<file path="config.mk">
export PLATFORM = sky130hd
export DESIGN_NAME = light_fade_blink_controller
export DESIGN_NICKNAME = d
export VERILOG_FILES = /design/src/design/lfb_pkg.sv /design/src/design/lfb_store.sv /design/src/design/lfb_step.sv /design/src/design/light_fade_blink_controller.sv
export SDC_FILE = /design/constraint.sdc
export NUM_CORES = 1
export LEC_CHECK = 0
export BUFFER_PORTS_ARGS = -buffer_cell sky130_fd_sc_hd__buf_2
export CAP_MARGIN = 5
export CORE_AREA = 5 5 293 223
export CTS_CLUSTER_SIZE = 24
export DETAILED_ROUTE_END_ITERATION = 10
export DIE_AREA = 0 0 298 228
export PLACE_DENSITY = 0.56
export SLEW_MARGIN = 20
export SYNTH_ARGS = -nofsm -noshare
export SYNTH_HDL_FRONTEND = slang
export SYNTH_SLANG_ARGS = --single-unit
</file>
<file path="constraint.sdc">
create_clock -name clk -period 8.6 [get_ports clk]
set_clock_uncertainty 0.1 [all_clocks]
set_input_delay 0 -clock clk [delete_from_list [all_inputs] [get_ports clk]]
set_output_delay 0 -clock clk [all_outputs]
set_load 0.005 [all_outputs]
</file>
<file path="src/design/lfb_pkg.sv">
// types, constants and fade step functions shared by the lamp controller
`default_nettype none

package lfb_pkg;

  localparam int NUM_LAMPS_DEF = 16;
  localparam int LEVEL_W       = 8;
  localparam int CFG_IDX_W     = 3;
  localparam int BRIGHT_SHIFT  = 3;

  typedef enum logic [1:0] {
    CMD_SERVICE = 2'd0,
    CMD_ASPECT  = 2'd1,
    CMD_ROAD    = 2'd2,
    CMD_BRIGHT  = 2'd3
  } cmd_t;

  typedef enum logic [3:0] {
    MODE_OFF        = 4'd0,
    MODE_ON         = 4'd1,
    MODE_RAMP_ON    = 4'd2,
    MODE_RAMP_OFF   = 4'd3,
    MODE_BRIGHT     = 4'd4,
    MODE_BLINK_WAIT = 4'd5,
    MODE_BLINK_RISE = 4'd6,
    MODE_BLINK_FALL = 4'd7,
    MODE_ROAD_DARK  = 4'd8,
    MODE_ROAD_RISE  = 4'd9,
    MODE_ROAD_LIT   = 4'd10,
    MODE_ROAD_FALL  = 4'd11,
    MODE_ROAD_START = 4'd12,
    MODE_ROAD_FINAL = 4'd13
  } mode_t;

  localparam logic [1:0] ASPECT_OFF   = 2'd0;
  localparam logic [1:0] ASPECT_BLINK = 2'd1;
  localparam logic [1:0] ASPECT_ON    = 2'd2;

  localparam logic [CFG_IDX_W-1:0] REG_PWM_TOP         = 3'd0;
  localparam logic [CFG_IDX_W-1:0] REG_FAST_THRESHOLD  = 3'd1;
  localparam logic [CFG_IDX_W-1:0] REG_FAST_STEP       = 3'd2;
  localparam logic [CFG_IDX_W-1:0] REG_BLINK_DARK_WAIT = 3'd3;
  localparam logic [CFG_IDX_W-1:0] REG_ROAD_WAIT       = 3'd4;

  localparam logic [7:0] PWM_TOP_RST         = 8'd31;
  localparam logic [7:0] FAST_THRESHOLD_RST  = 8'd8;
  localparam logic [6:0] FAST_STEP_RST       = 7'd2;
  localparam logic [7:0] BLINK_DARK_WAIT_RST = 8'd16;
  localparam logic [7:0] ROAD_WAIT_RST       = 8'd24;
  localparam logic [7:0] LEVEL_MAX           = 8'hFF;

  typedef struct packed {
    logic [7:0] pwm_top;
    logic [7:0] fast_threshold;
    logic [6:0] fast_step;
    logic [7:0] blink_dark_wait;
    logic [7:0] road_wait;
  } cfg_t;

  typedef struct packed {
    mode_t              mode;
    logic [LEVEL_W-1:0] level;
  } lamp_t;

  localparam lamp_t LAMP_RESET = '{mode: MODE_OFF, level: 8'd0};

  typedef struct packed {
    cmd_t       command;
    logic [3:0] lamp_index;
    logic [3:0] partner_index;
    logic [7:0] pwm_phase;
    logic       advance;
    logic [7:0] payload;
  } item_t;

  typedef struct packed {
    logic  wr_a;
    lamp_t lamp_a;
    logic  wr_b;
    lamp_t lamp_b;
    logic  drive;
    lamp_t result;
  } step_res_t;

  function automatic logic [7:0] step_up(input logic [7:0] v, input logic dbl, input cfg_t c);
    logic [8:0] inc;
    logic [8:0] sum;
    if (v > c.fast_threshold) begin
      inc = dbl ? {1'b0, c.fast_step, 1'b0} : {2'b00, c.fast_step};
    end else begin
      inc = dbl ? 9'd2 : 9'd1;
    end
    sum = {1'b0, v} + inc;
    return (sum > {1'b0, c.pwm_top}) ? c.pwm_top : sum[7:0];
  endfunction

  function automatic logic [7:0] step_down(input logic [7:0] v, input logic dbl,
                                           input cfg_t c);
    logic [7:0] d;
    if (v > c.fast_threshold) begin
      d = dbl ? {c.fast_step, 1'b0} : {1'b0, c.fast_step};
    end else begin
      d = dbl ? 8'd2 : 8'd1;
    end
    return (d > v) ? 8'd0 : v - d;
  endfunction

  function automatic mode_t road_off(input mode_t m);
    return (m == MODE_ROAD_DARK || m == MODE_ROAD_START) ? MODE_OFF : MODE_ROAD_FINAL;
  endfunction

  function automatic logic lamp_drive(input lamp_t l, input logic [7:0] phase);
    logic d;
    case (l.mode) inside
      MODE_ON, MODE_ROAD_LIT: d = 1'b1;
      MODE_RAMP_ON, MODE_RAMP_OFF, MODE_BRIGHT, MODE_BLINK_RISE, MODE_BLINK_FALL,
      MODE_ROAD_RISE, MODE_ROAD_FALL, MODE_ROAD_FINAL: d = (phase < l.level);
      default: d = 1'b0;
    endcase
    return d;
  endfunction

  function automatic lamp_t fade(input lamp_t l, input cfg_t c);
    lamp_t      r;
    logic [7:0] v;
    r = l;
    v = l.level;
    case (l.mode) inside
      MODE_RAMP_ON: begin
        if (v >= c.pwm_top) r.mode = MODE_ON;
        else r.level = step_up(v, 1'b1, c);
      end
      MODE_RAMP_OFF: begin
        if (v == 8'd0) r.mode = MODE_OFF;
        else r.level = step_down(v, 1'b1, c);
      end
      MODE_BLINK_WAIT: begin
        if (v >= c.blink_dark_wait) begin
          r.mode  = MODE_BLINK_RISE;
          r.level = 8'd0;
        end else if (v != LEVEL_MAX) begin
          r.level = v + 8'd1;
        end
      end
      MODE_BLINK_RISE: begin
        if (v >= c.pwm_top) begin
          r.mode  = MODE_BLINK_FALL;
          r.level = ({1'b0, c.fast_step} > v) ? 8'd0 : v - {1'b0, c.fast_step};
        end else begin
          r.level = step_up(v, 1'b0, c);
        end
      end
      MODE_BLINK_FALL: begin
        if (v == 8'd0) begin
          r.mode  = MODE_BLINK_WAIT;
          r.level = 8'd1;
        end else begin
          r.level = step_down(v, 1'b0, c);
        end
      end
      MODE_ROAD_DARK: begin
        if (v >= c.road_wait) begin
          r.mode  = MODE_ROAD_RISE;
          r.level = 8'd0;
        end else begin
          r.level = step_up(v, 1'b0, c);
        end
      end
      MODE_ROAD_RISE: begin
        if (v >= c.pwm_top) begin
          r.mode  = MODE_ROAD_LIT;
          r.level = 8'd0;
        end else begin
          r.level = step_up(v, 1'b1, c);
        end
      end
      MODE_ROAD_LIT: begin
        if (v >= c.road_wait) r.mode = MODE_ROAD_FALL;
        else r.level = step_up(v, 1'b0, c);
      end
      MODE_ROAD_FALL, MODE_ROAD_START: begin
        if (v == 8'd0) r.mode = MODE_ROAD_DARK;
        else r.level = step_down(v, 1'b1, c);
      end
      MODE_ROAD_FINAL: begin
        if (v == 8'd0) r.mode = MODE_OFF;
        else r.level = step_down(v, 1'b1, c);
      end
      default: r = l;
    endcase
    return r;
  endfunction

endpackage

`default_nettype wire

</file>
<file path="src/design/lfb_store.sv">
// lamp state memory, two registered reads, one write, valid bits and write bypass
`default_nettype none

module lfb_store import lfb_pkg::*; #(
  parameter int NUM_LAMPS = NUM_LAMPS_DEF,
  parameter int LW        = 4
) (
  input  wire logic          clk,
  input  wire logic          rst,
  input  wire logic [LW-1:0] ra,
  input  wire logic [LW-1:0] rb,
  input  wire logic          we,
  input  wire logic [LW-1:0] wa,
  input  wire lamp_t         wd,
  output lamp_t              qa,
  output lamp_t              qb
);

  lamp_t                mem [NUM_LAMPS];
  logic [NUM_LAMPS-1:0] vld;
  lamp_t                mem_a;
  lamp_t                mem_b;
  logic                 vld_a;
  logic                 vld_b;
  logic [LW-1:0]        ra_q;
  logic [LW-1:0]        rb_q;
  logic                 lw_valid;
  logic [LW-1:0]        lw_addr;
  lamp_t                lw_data;

  always_ff @(posedge clk) begin
    if (we) begin
      mem[wa] <= wd;
    end
    mem_a   <= mem[ra];
    mem_b   <= mem[rb];
    ra_q    <= ra;
    rb_q    <= rb;
    vld_a   <= vld[ra];
    vld_b   <= vld[rb];
    lw_addr <= wa;
    lw_data <= wd;
  end

  always_ff @(posedge clk) begin
    if (rst) begin
      vld      <= '0;
      lw_valid <= 1'b0;
    end else begin
      if (we) begin
        vld[wa] <= 1'b1;
      end
      lw_valid <= we;
    end
  end

  // write at the read edge is not yet in the registered read data
  assign qa = (lw_valid && lw_addr == ra_q) ? lw_data : (vld_a ? mem_a : LAMP_RESET);
  assign qb = (lw_valid && lw_addr == rb_q) ? lw_data : (vld_b ? mem_b : LAMP_RESET);

endmodule

`default_nettype wire

</file>
<file path="src/design/lfb_step.sv">
// command decode and fade step for one item
`default_nettype none

module lfb_step import lfb_pkg::*; #(
  parameter int NUM_LAMPS = NUM_LAMPS_DEF
) (
  input  wire item_t  item,
  input  wire cfg_t   cfg,
  input  wire lamp_t  cur_a,
  input  wire lamp_t  cur_b,
  output step_res_t   res
);

  logic  a_ok;
  logic  b_ok;
  logic  same;
  logic  on;
  logic  drv;
  lamp_t nxt_a;
  lamp_t nxt_b;
  lamp_t src_b;
  lamp_t fin_a;

  always_comb begin
    a_ok  = int'(item.lamp_index) < NUM_LAMPS;
    b_ok  = int'(item.partner_index) < NUM_LAMPS;
    same  = item.partner_index == item.lamp_index;
    on    = item.payload == 8'd1;
    drv   = 1'b0;
    nxt_a = cur_a;
    nxt_b = cur_b;
    src_b = cur_b;
    fin_a = cur_a;
    unique case (item.command)
      CMD_SERVICE: begin
        drv = lamp_drive(cur_a, item.pwm_phase);
        if (item.advance) nxt_a = fade(cur_a, cfg);
        fin_a = nxt_a;
      end
      CMD_ASPECT: begin
        case (item.payload[1:0])
          ASPECT_OFF:   nxt_a.mode = MODE_RAMP_OFF;
          ASPECT_BLINK: nxt_a.mode = MODE_BLINK_RISE;
          ASPECT_ON:    nxt_a.mode = MODE_RAMP_ON;
          default:      nxt_a.mode = cur_a.mode;
        endcase
        fin_a = nxt_a;
      end
      CMD_ROAD: begin
        if (on) begin
          nxt_a = '{mode: MODE_ROAD_START, level: cfg.pwm_top};
        end else begin
          nxt_a.mode = road_off(cur_a.mode);
        end
        // same lamp twice: partner half sees the first half's result and wins
        src_b = same ? nxt_a : cur_b;
        if (on) begin
          nxt_b = '{mode: MODE_ROAD_RISE, level: 8'd0};
        end else begin
          nxt_b = '{mode: road_off(src_b.mode), level: src_b.level};
        end
        fin_a = (b_ok && same) ? nxt_b : nxt_a;
      end
      CMD_BRIGHT: begin
        nxt_a = '{mode: MODE_BRIGHT, level: item.payload >> BRIGHT_SHIFT};
        fin_a = nxt_a;
      end
    endcase

    res.wr_a   = a_ok;
    res.lamp_a = fin_a;
    res.wr_b   = a_ok && b_ok && !same && item.command == CMD_ROAD;
    res.lamp_b = nxt_b;
    res.drive  = a_ok && drv;
    res.result = a_ok ? fin_a : LAMP_RESET;
  end

endmodule

`default_nettype wire

</file>
<file path="src/design/light_fade_blink_controller.sv">
// top level of the lamp fade and blink controller
//
// Items enter on start while busy is low; the command field selects a lamp
// service (pwm sample plus optional fade step), an aspect change, a road pair
// switch or a brightness load. Every item, including one addressing a lamp
// beyond the lamp count, gives exactly one result on drive, mode_now and
// level_now, marked by done for one cycle.
// Items may be accepted every cycle while busy is low; the lamp store is read
// at acceptance and written in the following cycle, with a bypass for back to back items on one lamp.
// A road pair switch whose partner is a different valid lamp needs a second
// write on the single store write port, so busy is high while that item is
// being stepped and while its partner write is pending.
// The result side has no backpressure: done is a strobe and results are
// never held. Configuration writes use cfg_valid/cfg_ready (always ready),
// cfg_index selects the register, and are expected while no item is in
// flight. Reset is synchronous: all lamps off at level zero, registers at
// their defaults, busy high while reset is asserted.
`default_nettype none

module light_fade_blink_controller import lfb_pkg::*; #(
  parameter int NUM_LAMPS = NUM_LAMPS_DEF
) (
  input  wire logic                 clk,
  input  wire logic                 rst,
  input  wire logic                 start,
  output logic                      busy,
  input  wire logic [1:0]           command,
  input  wire logic [3:0]           lamp_index,
  input  wire logic [3:0]           partner_index,
  input  wire logic [7:0]           pwm_phase,
  input  wire logic                 advance,
  input  wire logic [7:0]           payload,
  output logic                      done,
  output logic                      drive,
  output logic [3:0]                mode_now,
  output logic [7:0]                level_now,
  input  wire logic                 cfg_valid,
  output logic                      cfg_ready,
  input  wire logic [CFG_IDX_W-1:0] cfg_index,
  input  wire logic [7:0]           cfg_data
);

  localparam int LW = (NUM_LAMPS > 1) ? $clog2(NUM_LAMPS) : 1;

  cfg_t          cfg;
  item_t         item;
  logic          item_valid;
  logic          pw_valid;
  logic [LW-1:0] pw_addr;
  lamp_t         pw_data;
  logic          accept;
  lamp_t         cur_a;
  lamp_t         cur_b;
  step_res_t     step_res;
  logic          we;
  logic [LW-1:0] wa;
  lamp_t         wd;

  assign cfg_ready = 1'b1;
  assign accept    = start && !busy;
  assign busy      = rst || pw_valid || (item_valid && step_res.wr_b);

  always_ff @(posedge clk) begin
    if (rst) begin
      cfg <= '{pwm_top: PWM_TOP_RST, fast_threshold: FAST_THRESHOLD_RST,
               fast_step: FAST_STEP_RST, blink_dark_wait: BLINK_DARK_WAIT_RST,
               road_wait: ROAD_WAIT_RST};
    end else if (cfg_valid && cfg_ready) begin
      unique case (cfg_index)
        REG_PWM_TOP:         cfg.pwm_top         <= cfg_data;
        REG_FAST_THRESHOLD:  cfg.fast_threshold  <= cfg_data;
        REG_FAST_STEP:       cfg.fast_step       <= cfg_data[6:0];
        REG_BLINK_DARK_WAIT: cfg.blink_dark_wait <= cfg_data;
        REG_ROAD_WAIT:       cfg.road_wait       <= cfg_data;
        default: ;
      endcase
    end
  end

  always_ff @(posedge clk) begin
    if (rst) begin
      item_valid <= 1'b0;
      pw_valid   <= 1'b0;
      done       <= 1'b0;
    end else begin
      item_valid <= accept;
      pw_valid   <= item_valid && step_res.wr_b;
      done       <= item_valid;
    end
  end

  always_ff @(posedge clk) begin
    if (accept) begin
      item <= '{command: cmd_t'(command), lamp_index: lamp_index,
                partner_index: partner_index, pwm_phase: pwm_phase,
                advance: advance, payload: payload};
    end
    pw_addr   <= LW'(item.partner_index);
    pw_data   <= step_res.lamp_b;
    drive     <= step_res.drive;
    mode_now  <= step_res.result.mode;
    level_now <= step_res.result.level;
  end

  assign we = pw_valid || (item_valid && step_res.wr_a);
  assign wa = pw_valid ? pw_addr : LW'(item.lamp_index);
  assign wd = pw_valid ? pw_data : step_res.lamp_a;

  lfb_store #(
    .NUM_LAMPS (NUM_LAMPS),
    .LW        (LW)
  ) u_store (
    .clk (clk),
    .rst (rst),
    .ra  (LW'(lamp_index)),
    .rb  (LW'(partner_index)),
    .we  (we),
    .wa  (wa),
    .wd  (wd),
    .qa  (cur_a),
    .qb  (cur_b)
  );

  lfb_step #(
    .NUM_LAMPS (NUM_LAMPS)
  ) u_step (
    .item  (item),
    .cfg   (cfg),
    .cur_a (cur_a),
    .cur_b (cur_b),
    .res   (step_res)
  );

endmodule

`default_nettype wire

</file>
==> results of run 1 <==
worst max path at each step:
stage | end | slack [ps]
after CTS | u_store.mem[10][4] | 410
after global placement | u_store.mem[10][4] | 550
after floorplan | u_store.mem[0][5] | 1100
after global routing | u_store.mem[6][3] | 2
after detailed placement | u_store.mem[6][4] | 440
final | u_store.mem[13][4] | 380
Yosys cell counts (5+ instances only):
cell type,count,area share
sky130_fd_sc_hd__nor2b_1,15,0.0046
sky130_fd_sc_hd__a221oi_1,8,0.0034
sky130_fd_sc_hd__mux2_2,19,0.011
sky130_fd_sc_hd__mux4_2,130,0.14
sky130_fd_sc_hd__a311oi_1,8,0.0034
sky130_fd_sc_hd__or3_1,10,0.0031
sky130_fd_sc_hd__buf_4,5,0.0018
sky130_fd_sc_hd__a211oi_1,14,0.0052
sky130_fd_sc_hd__nand3_1,23,0.0057
sky130_fd_sc_hd__o311a_1,5,0.0025
sky130_fd_sc_hd__or4_1,7,0.0026
sky130_fd_sc_hd__ha_1,91,0.056
sky130_fd_sc_hd__inv_1,69,0.013
sky130_fd_sc_hd__xor2_1,11,0.0047
sky130_fd_sc_hd__or2_2,11,0.0034
sky130_fd_sc_hd__o31a_1,5,0.0022
sky130_fd_sc_hd__o221ai_1,5,0.0022
sky130_fd_sc_hd__nand3b_1,8,0.0030
sky130_fd_sc_hd__a211o_1,12,0.0052
sky130_fd_sc_hd__nor4_1,17,0.0052
sky130_fd_sc_hd__a22oi_1,6,0.0022
sky130_fd_sc_hd__and2_1,15,0.0046
sky130_fd_sc_hd__mux2i_1,30,0.015
sky130_fd_sc_hd__o311ai_0,6,0.0026
sky130_fd_sc_hd__a21oi_1,101,0.025
sky130_fd_sc_hd__and3_1,10,0.0031
sky130_fd_sc_hd__o31ai_1,13,0.0048
sky130_fd_sc_hd__o21a_1,16,0.0059
sky130_fd_sc_hd__buf_1,17,0.0031
sky130_fd_sc_hd__nor3_1,29,0.0071
sky130_fd_sc_hd__clkbuf_1,55,0.010
sky130_fd_sc_hd__o211ai_1,14,0.0052
sky130_fd_sc_hd__nand2b_1,29,0.0089
sky130_fd_sc_hd__xnor2_1,19,0.0082
sky130_fd_sc_hd__fa_1,5,0.0049
sky130_fd_sc_hd__a31oi_1,31,0.0095
sky130_fd_sc_hd__dfxtp_1,138,0.14
sky130_fd_sc_hd__nor2_1,168,0.031
sky130_fd_sc_hd__edfxtp_1,219,0.32
sky130_fd_sc_hd__buf_2,15,0.0037
sky130_fd_sc_hd__nand4_1,17,0.0052
sky130_fd_sc_hd__a21o_1,18,0.0066
sky130_fd_sc_hd__nand2_1,155,0.029
sky130_fd_sc_hd__o22ai_1,14,0.0043
sky130_fd_sc_hd__o21ai_0,68,0.017
cell usage in the layout, fill, tap and decap left out, types with 12 or more instances in the layout:
master | netlist | routed
sky130_fd_sc_hd__a211o_1 | 12 | 12
sky130_fd_sc_hd__a211oi_1 | 14 | 14
sky130_fd_sc_hd__a21o_1 | 18 | 18
sky130_fd_sc_hd__a21oi_1 | 101 | 101
sky130_fd_sc_hd__a31oi_1 | 31 | 31
sky130_fd_sc_hd__and2_1 | 15 | 15
sky130_fd_sc_hd__buf_2 | 15 | 55
sky130_fd_sc_hd__buf_4 | 5 | 77
sky130_fd_sc_hd__clkbuf_16 | 0 | 41
sky130_fd_sc_hd__dfxtp_1 | 138 | 138
sky130_fd_sc_hd__dlygate4sd3_1 | 0 | 47
sky130_fd_sc_hd__edfxtp_1 | 219 | 219
sky130_fd_sc_hd__ha_1 | 91 | 91
sky130_fd_sc_hd__inv_1 | 69 | 69
sky130_fd_sc_hd__mux2_2 | 19 | 19
sky130_fd_sc_hd__mux2i_1 | 30 | 30
sky130_fd_sc_hd__mux4_2 | 130 | 130
sky130_fd_sc_hd__nand2_1 | 155 | 155
sky130_fd_sc_hd__nand2b_1 | 29 | 29
sky130_fd_sc_hd__nand3_1 | 23 | 23
sky130_fd_sc_hd__nand4_1 | 17 | 17
sky130_fd_sc_hd__nor2_1 | 168 | 167
sky130_fd_sc_hd__nor2b_1 | 15 | 15
sky130_fd_sc_hd__nor3_1 | 29 | 29
sky130_fd_sc_hd__nor4_1 | 17 | 15
sky130_fd_sc_hd__o211ai_1 | 14 | 14
sky130_fd_sc_hd__o21a_1 | 16 | 16
sky130_fd_sc_hd__o21ai_0 | 68 | 68
sky130_fd_sc_hd__o22ai_1 | 14 | 14
sky130_fd_sc_hd__xnor2_1 | 19 | 18
per-layer routing:
metal	global-route usage	up-vias	wire length (um)
met2	0.2969	940	30710
met1	0.3455	8405	35760
met3	0.05840	89	8818
met4	0.03852	0	1174
met5	0	-	0
li1	-	7072	-
power by group:
group / switching, mW / leakage [nW] / internal [mW]
Clock: 0.723 / 0.630 / 0.939
Sequential: 0.0523 / 3.13 / 1.86
Combinational: 0.272 / 4.83 / 0.181
worst reg2reg max path, delay by kind of cell (launching register included):
kind            cells  cell delay [ps]
simple gates        8             1410
compound gates     14             3950
mux                 1              530
xor+xnor            1              170
buf+inv             2              270
fa+ha+maj           4             1070
flops               1              380
final cells by class:
type / instances / share of cell area
multi-input cells: 1245 / 0.4400
flip-flops and latches: 357 / 0.3959
repair buffers: 179 / 0.05612
clock buffers: 51 / 0.04636
well taps: 810 / 0.04297
inverters: 73 / 0.01162
clock inverters: 22 / 0.007055
kinds of logic (layout without fill, tap and decap cells):
family	count (synthesis)	after routing
flip-flops	357	357
AND/OR/NAND/NOR	536	536
XOR/XNOR	31	31
adder cells (fa/ha/maj)	96	96
buffers and inverters	166	325
AO/OA/AOI/OAI	401	401
other	1	1
multiplexers	180	180
registers in the layout, summed over array words and instances, names as in the netlist, 4 cells and up:
name             cells
u_store.mem_b       12
mode_now             4
cfg                 39
pw_addr              4
pw_data             12
u_store.rb_q         4
u_store.vld         16
item                27
u_store.ra_q         4
u_store.lw_data     12
u_store.lw_addr      4
u_store.mem_a       12
u_store.mem        192
level_now            8
what timing repair did:
| item | 4_1_cts | 5_1_grt |
|---|---|---|
| endpoints found under the hold margin | 109 | 0 |
| resized for setup | 0 | 1 |
| buffers inserted | 0 | 0 |
| hold buffers | 47 | 0 |
| endpoints found under the setup margin | 0 | 26 |
==> results summary, run 1 <==
The worst hold path belongs to the class primary input to register. The total chip power is 4.032 mW. Of the total synthesized cell area, the portion taken by XOR and XNOR cells is 0.01372.

The number of setup violations in the final report came out at 0. Static timing analysis puts the maximum clock frequency at 0.1216 GHz. The source-to-sink clock delay at the later pin of the worst-skew pair came out at 570 ps. The maximum buffer depth of the clock tree is 3. Yosys printed 0 warnings. The overall track demand over capacity in global routing came out at 0.2176. The area of the core region is 0.06178 mm2.

The worst hold path stage count is 2. The via total after detailed routing is 16506. The run finished with clean final reports.

The residual DRC count is 0. The startpoint of the lowest-slack hold path is payload[1]. The count of filler cells inserted in the layout is 5906. After routing, the total negative slack on setup checks comes to 0 ps.

After synthesis, the share of flip-flops with an asynchronous set or reset is 0. The worst-case register-to-register setup slack is 380 ps. The critical setup path kind is register to register.

The worst endpoint data arrival time is 8340 ps. The synthesized net count came out at 1906. The placed standard-cell area is 0.02184 mm2. The number of cells on the critical path is 30. The die covers 0.06794 mm2.

The average footprint of a synthesized cell is 11.50 um2. The maximum number of pins on one net before global-route repair came out at 59. After clock tree synthesis, the clock-pin slew on the worst setup and hold paths is 60 ps. The synthesized flop and latch total is 357. The proportion of layout cells with a drive suffix above 1 is 0.1993. The count of nets left with antenna violations once routing finished came out at 0.

The placement row count came out at 79. Setup slack on the critical path of the routed design comes to 376.5 ps. TritonCTS built the clock tree. The power density normalized to cell area is 170.9 mW/mm2. The family with the most delay on the worst path is compound AO/OA/AOI/OAI gates. Synthesis instantiated 94 different standard cells from the library. The number of max-slew violations in the final report is 0.

The first global-routing pass estimated 110100 um of wire. The post-synthesis compound-gate area fraction is 0.1365. The relative max-transition margin came out at 0.1855. The area growth from synthesis to final layout came out at 15.98%. The worst stage delay on the critical path came out at 640 ps. The diode insertion count for antenna repair is 0. The detailed router's first-iteration violation count came out at 2114.

For this run the aggregate overflow at the end of global routing stands at 0. The critical-path cell with the highest stage delay is sky130_fd_sc_hd__o31ai_1. For the pin with the worst max-slew slack, the measured transition is 1188 ps. The worst register-to-register path begins at u_store.lw_addr[1]. The number of buffers created by CTS is 40.

The cell at the root of the clock tree is sky130_fd_sc_hd__clkbuf_16. The leakage power summed over all cells came out at 8.594 nW. The adder and majority cell fraction of the synthesized area is 0.06091. The dominant cell type by count on the critical path is sky130_fd_sc_hd__ha_1.

The clock period minus worst slack is 8224 ps. Setup repair after global routing left no endpoint under its margin. The final layout contains 2034 nets. The number of enable flip-flop cells after synthesis came out at 219. Of the synthesized area, sequential elements account for 0.4592. The total number of H-tree levels came out at 2.

The synthesized cell area is 0.02034 mm2. The initial utilization of the core area, before any placement, comes to 0.3292. Routability-driven placement finished with a final weighted congestion of 1.024. The placed wire-length estimate is 55550 um.

The part of the cycle the worst path needs came out at 0.9562. Among all flip-flop cells after synthesis, the most frequent one is sky130_fd_sc_hd__edfxtp_1. The number of clock sinks is 357. The total count of hold-check failures in the final report came to 0.

By area, the combinational part of the netlist is dominated by multiplexers. During placement, the flow inserted port buffers numbering 56. The ratio of routed vias to standard cells came out at 6.031. The peak ir drop on the vdd network came out at 0.0001308 V. The number of global-route vias before repair is 15660.

The number of antenna violations at the first check in global routing is 3. In the final layout, the multi-input gates occupy 0.01038 mm2. The worst setup path is launched from a register.

The synthesized instance count came out at 1768. The data required time at the worst endpoint came out at 8720 ps. The count of boundary I/O pins is 58.

The mux share of post-synthesis cell area is 0.1698. The number of iterations in the first detailed-routing pass is 5. Measured along the y axis, the die boundary spans 228 um. For this run, the share of the core covered by cells in the final layout is 0.3818. After detailed routing, the average wire length per cell comes to 27.94 um.

For the worst flop-to-flop path, the logic depth is 30. The endpoint identified for the worst register-to-register timing path is u_store.mem[13][4]. Of the total synthesized cell area, the portion taken by AND, OR, NAND and NOR gates is 0.1269. The number of buffers and inverters on the critical path is 2. Max-cap violations in this run came to 0. The path with the worst hold slack has its endpoint at item[1].

STA classifies the critical path endpoint as a register. The total area of sequential cells is 0.009339 mm2. Of all nets on the critical path, the largest fanout is 17. The post-route cell area is 0.02359 mm2. The width of the die came out at 298 um. The tightest hold path in the finished design has a slack of 36.08 ps. After the flow finishes, the layout carries non-filler instances totaling 2737. The most critical setup path has its startpoint at u_store.lw_addr[1]. The worst setup slack after placement came out at 437.6 ps. The routed design has 76460 um of wire.

The number of placed instances with taps included is 2616.
Power figures use the tool's default switching activity.
==> run 2: changes to the inputs <==
--- a/config.mk
+++ b/config.mk
@@ -8,9 +8,11 @@
 export BUFFER_PORTS_ARGS = -buffer_cell sky130_fd_sc_hd__buf_2
 export CAP_MARGIN = 5
 export CORE_AREA = 5 5 293 223
-export CTS_CLUSTER_SIZE = 24
+export CTS_CLUSTER_SIZE = 12
 export DETAILED_ROUTE_END_ITERATION = 10
 export DIE_AREA = 0 0 298 228
+export HOLD_SLACK_MARGIN = 0.1
+export MAX_ROUTING_LAYER = met4
 export PLACE_DENSITY = 0.56
 export SLEW_MARGIN = 20
 export SYNTH_ARGS = -nofsm -noshare
==> run 2 against run 1 <==
Effect of this change: first-iteration DRC count down 2.6%; via count about the same; register-to-register slack better by 120 ps; count of clock-buffer cells in the layout up 11; critical path depth down 3; sequential power about the same; critical endpoint is now u_store.mem[0][3]; largest cell class unchanged.
==> results summary, run 2 (synthesis gave the netlist of run 1 again) <==
The worst setup slack after placement is 163.5 ps (was 437.6 ps). The height of the die is 228 um (unchanged). The placed standard-cell area is 0.02180 mm2 (was 0.02184 mm2). The clock tree from TritonCTS was done (unchanged).

The clock-pin slew on the worst setup and hold paths came to 60 ps (about the same). The total global routing overflow is 0 (unchanged). The final antenna-violating net count came to 0 (unchanged).

The die area came out at 0.06794 mm2 (unchanged). The number of clock sinks is 357 (unchanged). The type of destination of the critical path is a register (unchanged). Unrepaired setup endpoints after global routing: no (unchanged). The dominant cell type by count on the critical path is sky130_fd_sc_hd__ha_1 (unchanged). The post-route cell area came out at 0.02384 mm2 (was 0.02359 mm2).

The maximum number of pins on one net before global-route repair came out at 59 (unchanged). The critical setup path kind is register to register (unchanged). The area of the core region is 0.06178 mm2 (unchanged).

The placed wire-length estimate came out at 54610 um (was 55550 um). The total number of nets in the final design came out at 2052 (was 2034). The worst hold slack came out at 130.8 ps (was 36.08 ps). The number of buffers and inverters on the critical path is 4 (was 2).

The worst endpoint data arrival time is 8280 ps (was 8340 ps). The number of antenna violations at the first check in global routing came out at 4 (was 3). The clock period minus worst slack came to 8099 ps (was 8224 ps).

The power density normalized to cell area is 169.1 mW/mm2 (was 170.9 mW/mm2). The smallest setup slack after layout is 501.1 ps (was 376.5 ps). The largest register by flop count is u_store.mem (unchanged). The area of the multi-input gates came out at 0.01042 mm2 (was 0.01038 mm2). The number of max-cap violations was 0 (unchanged). The path category of the worst min-delay check is primary input to register (unchanged). The maximum buffer depth of the clock tree is 3 (unchanged). The wire length of the first global-routing pass came out at 109800 um (was 110100 um).

The utilization after layout was 0.3858 (was 0.3818). The part of the cycle the worst path needs is 0.9417 (was 0.9562). The most common cell after layout, fill and taps aside is sky130_fd_sc_hd__edfxtp_1 (unchanged).

The count of filler cells inserted in the layout came out at 5917 (was 5906). The overall track demand over capacity in global routing is 0.2239 (was 0.2176). The relative max-transition margin is 0.1727 (was 0.1855). The average detailed-routed wire length per instance came to 27.74 um (was 27.94 um).

The detailed router's first-iteration violation count is 2060 (was 2114). The family with the most delay on the worst path is compound AO/OA/AOI/OAI gates (unchanged). Leading cell types in the layout, fill and taps excluded: sky130_fd_sc_hd__edfxtp_1, sky130_fd_sc_hd__nor2_1, sky130_fd_sc_hd__nand2_1 (unchanged). The via total after detailed routing was 16510 (was 16506). The number of buffers created by CTS is 39 (was 40). The weighted congestion at the end of routability-driven global placement was 1.052 (was 1.024). The number of post-CTS setup repair buffers is 0 (unchanged). The number of max-slew violations in the final report came to 0 (unchanged). The count of buffers inserted at the top-level ports came out at 56 (unchanged). The critical-path cell with the highest stage delay is sky130_fd_sc_hd__nor3_4 (was sky130_fd_sc_hd__o31ai_1). The critical path startpoint category is a register (unchanged).

The total count of hold-check failures in the final report came to 0 (unchanged). The worst stage delay on the critical path came out at 580 ps (was 640 ps). The ratio of routed vias to standard cells is 5.995 (was 6.031).

The total number of H-tree levels came to 2 (unchanged). The data required time at the worst endpoint is 8780 ps (was 8720 ps). The flip-flop count of the largest register after layout is 192 (unchanged). Registers with the most flip-flops: u_store.mem (192), cfg (39), item (27) (unchanged). The total area of sequential cells is 0.009339 mm2 (unchanged). The residual DRC count is 0 (unchanged).

The transition time at the pin with the least slew margin came out at 1228 ps (was 1188 ps). The starting density of the core came out at 0.3292 (unchanged). The peak fanout along the critical path is 21 (was 17). The number of placed instances with taps included came out at 2611 (was 2616). The count of non-filler cells in the finished layout came out at 2754 (was 2737). The proportion of layout cells with a drive suffix above 1 came out at 0.1930 (was 0.1993). The leakage power summed over all cells came to 8.641 nW (was 8.594 nW).

The placement row count is 79 (unchanged). The peak ir drop on the vdd network came to 0.0001645 V (was 0.0001308 V). The count of boundary I/O pins came out at 58 (unchanged). The number of iterations in the first detailed-routing pass was 6 (was 5). Result of the run: complete, no violations (unchanged). The cell at the root of the clock tree is sky130_fd_sc_hd__clkbuf_16 (unchanged).

The total chip power came out at 4.030 mW (was 4.032 mW). The number of global-route vias before repair came to 15787 (was 15660). The maximum clock frequency came out at 0.1235 GHz (was 0.1216 GHz). The sum of routed wire length over all layers came out at 76410 um (was 76460 um). The area growth from synthesis to final layout is 17.21% (was 15.98%). The setup TNS came out at 0 ps (unchanged). The number of setup violations in the final report was 0 (unchanged).

The source-to-sink clock delay at the later pin of the worst-skew pair is 560 ps (was 570 ps). The width of the die came to 298 um (unchanged).
run 2: timing repair:
action | CTS | global route
gates resized for setup | 0 | 7
hold buffers | 71 | 0
setup endpoints to repair | 0 | 114
endpoints found under the hold margin | 141 | 0
run 2: cell type report:
class	count	area share
Timing Repair Buffer	198	0.06414
Multi-Input combinational cell	1245	0.4370
Clock inverter	8	0.004514
Clock buffer	62	0.04845
Sequential cell	357	0.3918
Tap cell	810	0.04252
Antenna cell	1	0.0001050
Inverter	73	0.01150
run 2: power by group:
group	switching, mW	internal, mW	total [mW]
sequential	0.0506	1.86	1.92
clock	0.691	0.959	1.65
combinational	0.276	0.188	0.464
total	1.02	3.01	4.03
run 2: worst reg2reg max path, cell delays in order, from the launching register on:
cell and delay [ps]:
sky130_fd_sc_hd__dfxtp_1 310, sky130_fd_sc_hd__or2b_4 210, sky130_fd_sc_hd__o2111ai_4 270, sky130_fd_sc_hd__nor3_4 580, sky130_fd_sc_hd__buf_4 370, sky130_fd_sc_hd__o21ai_1 160, sky130_fd_sc_hd__ha_1 320, sky130_fd_sc_hd__nand3_1 100
sky130_fd_sc_hd__nor2_1 120, sky130_fd_sc_hd__a211oi_1 60, sky130_fd_sc_hd__a21oi_1 550, sky130_fd_sc_hd__buf_4 280, sky130_fd_sc_hd__nand2_1 120, sky130_fd_sc_hd__ha_1 520, sky130_fd_sc_hd__inv_1 170, sky130_fd_sc_hd__a221oi_1 340
sky130_fd_sc_hd__o311a_1 270, sky130_fd_sc_hd__ha_1 260, sky130_fd_sc_hd__and4_1 180, sky130_fd_sc_hd__a2111oi_0 300, sky130_fd_sc_hd__a21oi_1 180, sky130_fd_sc_hd__nor3_2 300, sky130_fd_sc_hd__mux2_2 420, sky130_fd_sc_hd__a221oi_1 340
sky130_fd_sc_hd__o21ai_0 130, sky130_fd_sc_hd__o211ai_1 290, sky130_fd_sc_hd__o211ai_1 280, sky130_fd_sc_hd__clkbuf_4 290
run 2: routing by layer:
layer,vias up,global-route usage,part of all wire
li1,7112,-,-
met1,8334,0.3286,0.45
met2,945,0.2962,0.40
met3,119,0.07663,0.12
met4,0,0.05127,0.022
met5,-,-,0
run 2: final timing paths:
| check | end | slack (ps) | from | depth (start not counted) |
|---|---|---|---|---|
| setup / recovery | u_store.mem[0][3] | 500 | u_store.ra_q[1] | 27 |
| hold / removal | item[8] | 130 | advance | 2 |
| setup reg to reg | u_store.mem[0][3] | 500 | u_store.ra_q[1] | 27 |
| hold reg to reg | pw_addr[0] | 290 | item[17] | 0 |
